==> src/rtl/mmcs_pkg.sv <==
package mmcs_pkg;

  localparam int SAMPLE_BITS = 24;
  localparam int LEVEL_BITS  = 8;
  localparam int NUM_W       = SAMPLE_BITS + LEVEL_BITS;
  localparam int STEP_W      = $clog2(LEVEL_BITS);

  localparam logic [LEVEL_BITS-1:0] LEVEL_MAX = {LEVEL_BITS{1'b1}};

  // controller to datapath
  typedef struct packed {
    logic measure;   // update trackers from the input beat
    logic capture;   // latch the sample of a scale beat
    logic prep;      // offset, range and special-case flags
    logic mul;       // numerator = 255 * offset
    logic clamp;     // saturation check, clear quotient
    logic div_step;  // one restoring division step
    logic load_out;  // move the result into the output register
  } mmcs_cmd_t;

  // datapath to controller
  typedef struct packed {
    logic out_free;  // output register can take a result this cycle
  } mmcs_sts_t;

endpackage

==> src/rtl/mmcs_ctrl.sv <==
module mmcs_ctrl
  import mmcs_pkg::*;
(
  input  logic       clk,
  input  logic       rst_n,
  input  logic       in_tvalid,
  input  logic       in_action,
  output logic       in_tready,
  input  mmcs_sts_t  sts,
  output mmcs_cmd_t  cmd
);

  typedef enum logic [2:0] {
    ST_IDLE,
    ST_PREP,
    ST_MUL,
    ST_CLAMP,
    ST_DIV,
    ST_DONE
  } state_t;

  state_t              state_r, state_nxt;
  logic [STEP_W-1:0]   cnt_r, cnt_nxt;
  logic                in_acc;

  assign in_tready = (state_r == ST_IDLE);
  assign in_acc    = in_tvalid && in_tready;

  always_comb begin
    state_nxt = state_r;
    cnt_nxt   = cnt_r;
    cmd       = '0;
    unique case (state_r)
      ST_IDLE: begin
        if (in_acc) begin
          if (in_action) begin
            cmd.capture = 1'b1;
            state_nxt   = ST_PREP;
          end else begin
            cmd.measure = 1'b1;
          end
        end
      end
      ST_PREP: begin
        cmd.prep  = 1'b1;
        state_nxt = ST_MUL;
      end
      ST_MUL: begin
        cmd.mul   = 1'b1;
        state_nxt = ST_CLAMP;
      end
      ST_CLAMP: begin
        cmd.clamp = 1'b1;
        cnt_nxt   = '0;
        state_nxt = ST_DIV;
      end
      ST_DIV: begin
        cmd.div_step = 1'b1;
        cnt_nxt      = cnt_r + 1'b1;
        if (cnt_r == STEP_W'(LEVEL_BITS - 1)) begin
          state_nxt = ST_DONE;
        end
      end
      ST_DONE: begin
        // wait here while the previous result is still unread
        if (sts.out_free) begin
          cmd.load_out = 1'b1;
          state_nxt    = ST_IDLE;
        end
      end
      default: state_nxt = ST_IDLE;
    endcase
  end

  always_ff @(posedge clk) begin
    if (!rst_n) begin
      state_r <= ST_IDLE;
      cnt_r   <= '0;
    end else begin
      state_r <= state_nxt;
      cnt_r   <= cnt_nxt;
    end
  end

endmodule

==> src/rtl/mmcs_datapath.sv <==
module mmcs_datapath
  import mmcs_pkg::*;
(
  input  logic                          clk,
  input  logic                          rst_n,
  input  logic signed [SAMPLE_BITS-1:0] in_sample,
  input  logic                          in_frame_start,
  input  mmcs_cmd_t                     cmd,
  output mmcs_sts_t                     sts,
  output logic                          out_tvalid,
  input  logic                          out_tready,
  output logic [LEVEL_BITS-1:0]         out_level,
  output logic                          out_flat
);

  logic signed [SAMPLE_BITS-1:0] lo_r, hi_r;
  logic                          any_seen_r;

  logic signed [SAMPLE_BITS-1:0] sample_r;
  logic [SAMPLE_BITS-1:0]        off_r;
  logic [SAMPLE_BITS-1:0]        range_r;
  logic                          flat_r, zero_r, sat_r;
  logic [NUM_W-1:0]              num_r;
  logic [NUM_W-1:0]              div_r;
  logic [LEVEL_BITS-1:0]         quot_r;

  logic                          out_valid_r;
  logic [LEVEL_BITS-1:0]         out_level_r;
  logic                          out_flat_r;

  logic signed [SAMPLE_BITS:0]   off_full;
  logic [NUM_W-1:0]              range_top;
  logic                          ge;
  logic [LEVEL_BITS-1:0]         level_nxt;

  assign off_full  = {sample_r[SAMPLE_BITS-1], sample_r} - {lo_r[SAMPLE_BITS-1], lo_r};
  assign range_top = {range_r, LEVEL_BITS'(0)};
  assign ge        = (num_r >= div_r);

  always_comb begin
    if (flat_r || zero_r) begin
      level_nxt = '0;
    end else if (sat_r) begin
      level_nxt = LEVEL_MAX;
    end else begin
      level_nxt = quot_r;
    end
  end

  // running min / max
  always_ff @(posedge clk) begin
    if (!rst_n) begin
      lo_r       <= '0;
      hi_r       <= '0;
      any_seen_r <= 1'b0;
    end else if (cmd.measure) begin
      any_seen_r <= 1'b1;
      if (in_frame_start || !any_seen_r) begin
        lo_r <= in_sample;
        hi_r <= in_sample;
      end else begin
        if (in_sample < lo_r) lo_r <= in_sample;
        if (in_sample > hi_r) hi_r <= in_sample;
      end
    end
  end

  // scale path: offset, multiply by 255, restoring divide by the range
  always_ff @(posedge clk) begin
    if (cmd.capture) begin
      sample_r <= in_sample;
    end
    if (cmd.prep) begin
      off_r   <= off_full[SAMPLE_BITS-1:0];
      range_r <= SAMPLE_BITS'(hi_r - lo_r);
      flat_r  <= (hi_r == lo_r);
      zero_r  <= (off_full <= 0) || (hi_r < lo_r);
    end
    if (cmd.mul) begin
      num_r <= {off_r, LEVEL_BITS'(0)} - NUM_W'(off_r);
      div_r <= NUM_W'({range_r, (LEVEL_BITS - 1)'(0)});
    end
    if (cmd.clamp) begin
      // quotient of 256 or more saturates
      sat_r  <= (num_r >= range_top);
      quot_r <= '0;
    end
    if (cmd.div_step) begin
      if (ge) num_r <= num_r - div_r;
      quot_r <= {quot_r[LEVEL_BITS-2:0], ge};
      div_r  <= div_r >> 1;
    end
  end

  // output register
  always_ff @(posedge clk) begin
    if (!rst_n) begin
      out_valid_r <= 1'b0;
    end else if (cmd.load_out) begin
      out_valid_r <= 1'b1;
    end else if (out_tready) begin
      out_valid_r <= 1'b0;
    end
  end

  always_ff @(posedge clk) begin
    if (cmd.load_out) begin
      out_level_r <= level_nxt;
      out_flat_r  <= flat_r;
    end
  end

  assign sts.out_free = !out_valid_r || out_tready;
  assign out_tvalid   = out_valid_r;
  assign out_level    = out_level_r;
  assign out_flat     = out_flat_r;

endmodule

==> src/rtl/min_max_contrast_stretch_unit.sv <==
// min-max contrast stretch of a frame of luma samples, streamed twice
// input beats: in_tdata carries the signed Q15.8 sample, in_tuser[0] selects
// measure (0) or scale (1), in_tuser[1] flags the first measure beat of a frame
// a measure beat updates the running min / max and gives no output beat;
// in_tready stays high after it, so measure beats can arrive back to back
// a scale beat gives one output beat: out_tdata = floor(255*(s-min)/(max-min))
// clamped to 0..255, out_tuser[0] = flat frame (max equals min, level 0)
// a scale beat occupies the unit through accept, offset/range, multiply
// by 255, saturation check, 8 restoring divide steps (one quotient bit
// per cycle) and the hand-off to the output register, in that order
// the output register lets the next beat be taken while a result waits;
// if the receiver stalls, a finished scale beat waits until the register
// frees, and in_tready stays low until then
// reset (rst_n low, synchronous) clears min, max and the seen flag to zero
// and drops out_tvalid
module min_max_contrast_stretch_unit
  import mmcs_pkg::*;
(
  input  logic        clk,
  input  logic        rst_n,
  input  logic        in_tvalid,
  output logic        in_tready,
  input  logic [23:0] in_tdata,   // [23:0] sample
  input  logic [1:0]  in_tuser,   // [0] action, [1] frame_start
  output logic        out_tvalid,
  input  logic        out_tready,
  output logic [7:0]  out_tdata,  // [7:0] level
  output logic [0:0]  out_tuser   // [0] flat_frame
);

  mmcs_cmd_t cmd;
  mmcs_sts_t sts;

  logic [LEVEL_BITS-1:0] level;
  logic                  flat;

  mmcs_ctrl u_ctrl (
    .clk       (clk),
    .rst_n     (rst_n),
    .in_tvalid (in_tvalid),
    .in_action (in_tuser[0]),
    .in_tready (in_tready),
    .sts       (sts),
    .cmd       (cmd)
  );

  mmcs_datapath u_dp (
    .clk            (clk),
    .rst_n          (rst_n),
    .in_sample      ($signed(in_tdata[SAMPLE_BITS-1:0])),
    .in_frame_start (in_tuser[1]),
    .cmd            (cmd),
    .sts            (sts),
    .out_tvalid     (out_tvalid),
    .out_tready     (out_tready),
    .out_level      (level),
    .out_flat       (flat)
  );

  assign out_tdata    = level;
  assign out_tuser[0] = flat;

  a_measure_keeps_ready: assert property (@(posedge clk) disable iff (!rst_n)
    in_tvalid && in_tready && !in_tuser[0] |=> in_tready)
    else $error("ready dropped after a measure beat");

  a_scale_blocks_input: assert property (@(posedge clk) disable iff (!rst_n)
    in_tvalid && in_tready && in_tuser[0] |=> !in_tready)
    else $error("input taken while a scale beat is in progress");

  a_load_gives_valid: assert property (@(posedge clk) disable iff (!rst_n)
    cmd.load_out |=> out_tvalid)
    else $error("result loaded but no output beat offered");

  a_flat_is_zero: assert property (@(posedge clk) disable iff (!rst_n)
    out_tvalid && out_tuser[0] |-> out_tdata == '0)
    else $error("flat frame with non-zero level");

endmodule
==> config.mk <==
export PLATFORM = sky130hd
export DESIGN_NAME = min_max_contrast_stretch_unit
export DESIGN_NICKNAME = d
export VERILOG_FILES = /design/src/rtl/mmcs_pkg.sv /design/src/rtl/mmcs_ctrl.sv /design/src/rtl/mmcs_datapath.sv /design/src/rtl/min_max_contrast_stretch_unit.sv
export SDC_FILE = /design/constraint.sdc
export NUM_CORES = 1
export LEC_CHECK = 0
export BUFFER_PORTS_ARGS = -buffer_cell sky130_fd_sc_hd__buf_2
export CAP_MARGIN = 15
export CORE_ASPECT_RATIO = 1.25
export CORE_MARGIN = 2
export CORE_UTILIZATION = 55
export DETAILED_ROUTE_END_ITERATION = 8
export GPL_ROUTABILITY_DRIVEN = 0
export GPL_TIMING_DRIVEN = 0
export PLACE_DENSITY = 0.72
export SYNTH_ARGS = -nofsm -noshare
export SYNTH_HDL_FRONTEND = slang
export SYNTH_HIERARCHICAL = 1
export SYNTH_SLANG_ARGS = --single-unit
==> constraint.sdc <==
create_clock -name clk -period 6.8 [get_ports clk]
set_clock_uncertainty 0.05 [all_clocks]
set_input_delay 0.68 -clock clk [delete_from_list [all_inputs] [get_ports clk]]
set_output_delay 0.68 -clock clk [all_outputs]
set_load 0.01 [all_outputs]
==> results.ini <==
[synthesis]
ys_seq_area_share_pct=36.60
async_flop_share_pct=0
yosys.area.top_type=edfxtp_1
synth.area.top_cells=edfxtp_1 (25%), ha_1 (14%), dfxtp_1 (12%), mux2i_1 (4.2%), inv_1 (4.1%)
yosys_register_bits=211
synth_flop_cell=edfxtp_1
synth-edff-count=123
synthTopCellsByCount=ha_1 (169), inv_1 (164), edfxtp_1 (123), a21oi_1 (104), nor2_1 (94)
synth_nets=1790
synth_top_area_share_pct=24.78
synth.distinct_cells=90
yosysWarnings=6
syn_area_per_cell_sq_um=9.386
syn-instance-count=1588
syn_area_sq_um=14900
synth.most_common_cell=ha_1

[cts]
numCtsBuffers=22
cts_tree=done
cts_root_buffer=clkbuf_16
postCtsHoldBufs=0
cts_max_level=1
cts_sinks=211
cts_setup_buffers=0
path_clk_slew_ns=0.06
clk_latency_ns=0.52
clockBufferDepth=3
cts_resized=0

[power]
p_total_w=0.005855
leakagePower_nw=6.850
power_switching_w=0.002274
power_frac_clock_pct=21.7
powerDensity_nw_per_um2=357.4
p_seq_share_pct=31.8
p_int_w=0.003581
power.share.switching_pct=38.84
combPwrFrac_pct=46.5
vdd_drop_max_mv=0.3564

[drt]
drt-pass1-iter-count=5
drt_iter0_markers=581
ant_nets=0
vias=11820
routedWlPerCell_um=17.94
drc=0
wl_um=36200
via_per_inst=5.860

[cells_and_area]
drive_above_1_share_pct=6.998
syn2layout_area_growth_pct=9.915
antenna_cells=0
final_cells=2017
num-nets-final=1858
fillers=2274

[placed_design]
post-place-cells=1976
hpwlAfterDp_um=28900
port-buffer-count=40

[timing]
finalSetupViolCount=0
fmaxAchievable_ghz=0.2317
slew_headroom_pct=42.55
tightestPinTransition_ns=0.8560
setup_tns_ns=0
rsz0062_at_grt=no
slew_violations=0
final-hold-violation-count=0
post-route-period-util_pct=63.46
fin_crit_ns=4.315

[job]
max_cap_viol_count=0

[global_routing]
grtUsageMet3_pct=2.044
grt_first_pass_wirelength_um=58880
met2_usage_pct=46.05
antenna_found_initial=0
grt_max_degree=32
grt_use_total_pct=25.92
grt_most_used_layer=met2
grtUsageMet1_pct=30.38
grt.overflow.total=0
grt_pass1_vias=12100

[outcome]
status=finished, final reports clean

[critical_path]
arrival_ns=4.53
end_kind=flop
path_class=flop to flop
cp-start-kind=flop
cp.required_ns=7.01
reg2reg_depth=11
path_max_fanout=5

[floorplan]
rows=67
start_util_pct=55.73
die_w_um=151.2
die_h_um=188.0
coreArea_sq_um=26740
num_io_pins=41
die_area_sq_um=28440

[hold_path]
whs_path_depth=1
min_path_type=input pin to flop

## cell families (layout without fill, tap and decap cells)
logic type | count (synthesis) | after routing | synth area share (%)
compound gates | 440 | 440 | 19.84
xor+xnor | 88 | 88 | 5.171
fa+ha+maj | 172 | 172 | 14.59
buf+inv | 202 | 286 | 5.196
flops | 211 | 211 | 36.60
mux | 64 | 64 | 4.315
simple gates | 411 | 411 | 14.29
## area by class of cell
type	instances	area, sq um	area share [%]
Sequential cell	211	5455	33.30
Clock inverter	7	68.82	0.4201
Tap cell	345	431.7	2.635
Inverter	165	619.3	3.781
Multi-Input combinational cell	1175	8680	52.98
Timing Repair Buffer	44	255.2	1.558
Clock buffer	33	716.9	4.376
Buffer	37	155.1	0.9471
## power groups by stage
stage	combinational, W	sequential (W)	clock, W
2_1_floorplan	0.00208	0.00181	0
3_5_place_dp	0.00267	0.00188	0
4_1_cts	0.00269	0.00186	0.00129
5_1_grt	0.00305	0.00188	0.00133
3_3_place_gp	0.00260	0.00188	0
6_report	0.00272	0.00186	0.00127
## sequential cells by signal (all words and copies together), names as in the netlist
name and flops:
u_dp/sample_r 24, u_dp/range_r 24, u_dp/any_seen_r 1, u_dp/num_r 32
u_dp/lo_r 24, u_ctrl/state_r 3, u_dp/out_flat 1, u_ctrl/cnt_r 3
u_dp/hi_r 24, u_dp/sat_r 1, u_dp/off_r 24, u_dp/out_tvalid 1
u_dp/zero_r 1, u_dp/out_level 8, u_dp/quot_r 8, u_dp/flat_r 1
u_dp/div_r 31
## cells in the final DEF (no fill, tap or decap), types with 6 or more instances in the layout
cell and instances:
a21o_1 76, or2_2 7, o21a_1 29, xnor2_1 64, edfxtp_1 123, nand4_1 27
o21bai_1 13, mux2i_1 62, dfxtp_1 88, nand2b_1 16, a211o_1 6, ha_1 169
and3_1 7, o21ai_0 73, buf_2 44, clkbuf_16 27, and2_1 23, nor2b_1 60
a21oi_1 104, clkbuf_1 29, nor3_1 26, a211oi_1 19, xor2_1 24, nand3_1 21
a31oi_1 8, a21boi_1 6, o211ai_1 10, inv_1 164, nand2_1 86, nor2_1 94
or3_1 11, o21ai_1 21
## critical path, cell delays in order, from the launching register on
cell and delay [ns]:
dfxtp_1 0.36, ha_1 0.28, fa_1 0.42, nand2b_1 0.18, a21oi_1 0.21, a2bb2oi_1 0.53
xor2_1 0.17, a211o_1 0.33, a2111oi_2 0.40, nand4bb_1 0.16, or4b_1 0.53, o31ai_2 0.43
## stage by stage
| step | worst slack, ns | hold slack (ns) | utilization, % | cell area, sq um |
|---|---|---|---|---|
| final | 2.485 | 0.3364 | 61.26 | 16380 |
| after floorplan | 1.993 | 0.3775 | - | 14900 |
| after detailed placement | 2.595 | 0.4318 | 58.23 | 15570 |
| after global placement | 0.9633 | 0.3996 | 58.10 | 15540 |
| after CTS | 2.553 | 0.3166 | 61.17 | 16360 |
| after global routing | 2.410 | 0.3414 | 61.26 | 16380 |
## routing by layer
| layer | vias up | wire length [um] |
|---|---|---|
| met5 | - | 0 |
| met4 | 0 | 2057 |
| met3 | 115 | 1026 |
| met2 | 266 | 18160 |
| met1 | 5548 | 14950 |
| li1 | 5891 | - |
## worst paths after layout
kind                       to  slack [ns]            start
min          u_dp/sample_r[0]        0.34      in_tdata[0]
max reg2reg       u_dp/zero_r        2.48     u_dp/lo_r[0]
max               u_dp/zero_r        2.48     u_dp/lo_r[0]
min reg2reg   u_dp/any_seen_r        0.43  u_dp/any_seen_r
Power figures use the tool's default switching activity.
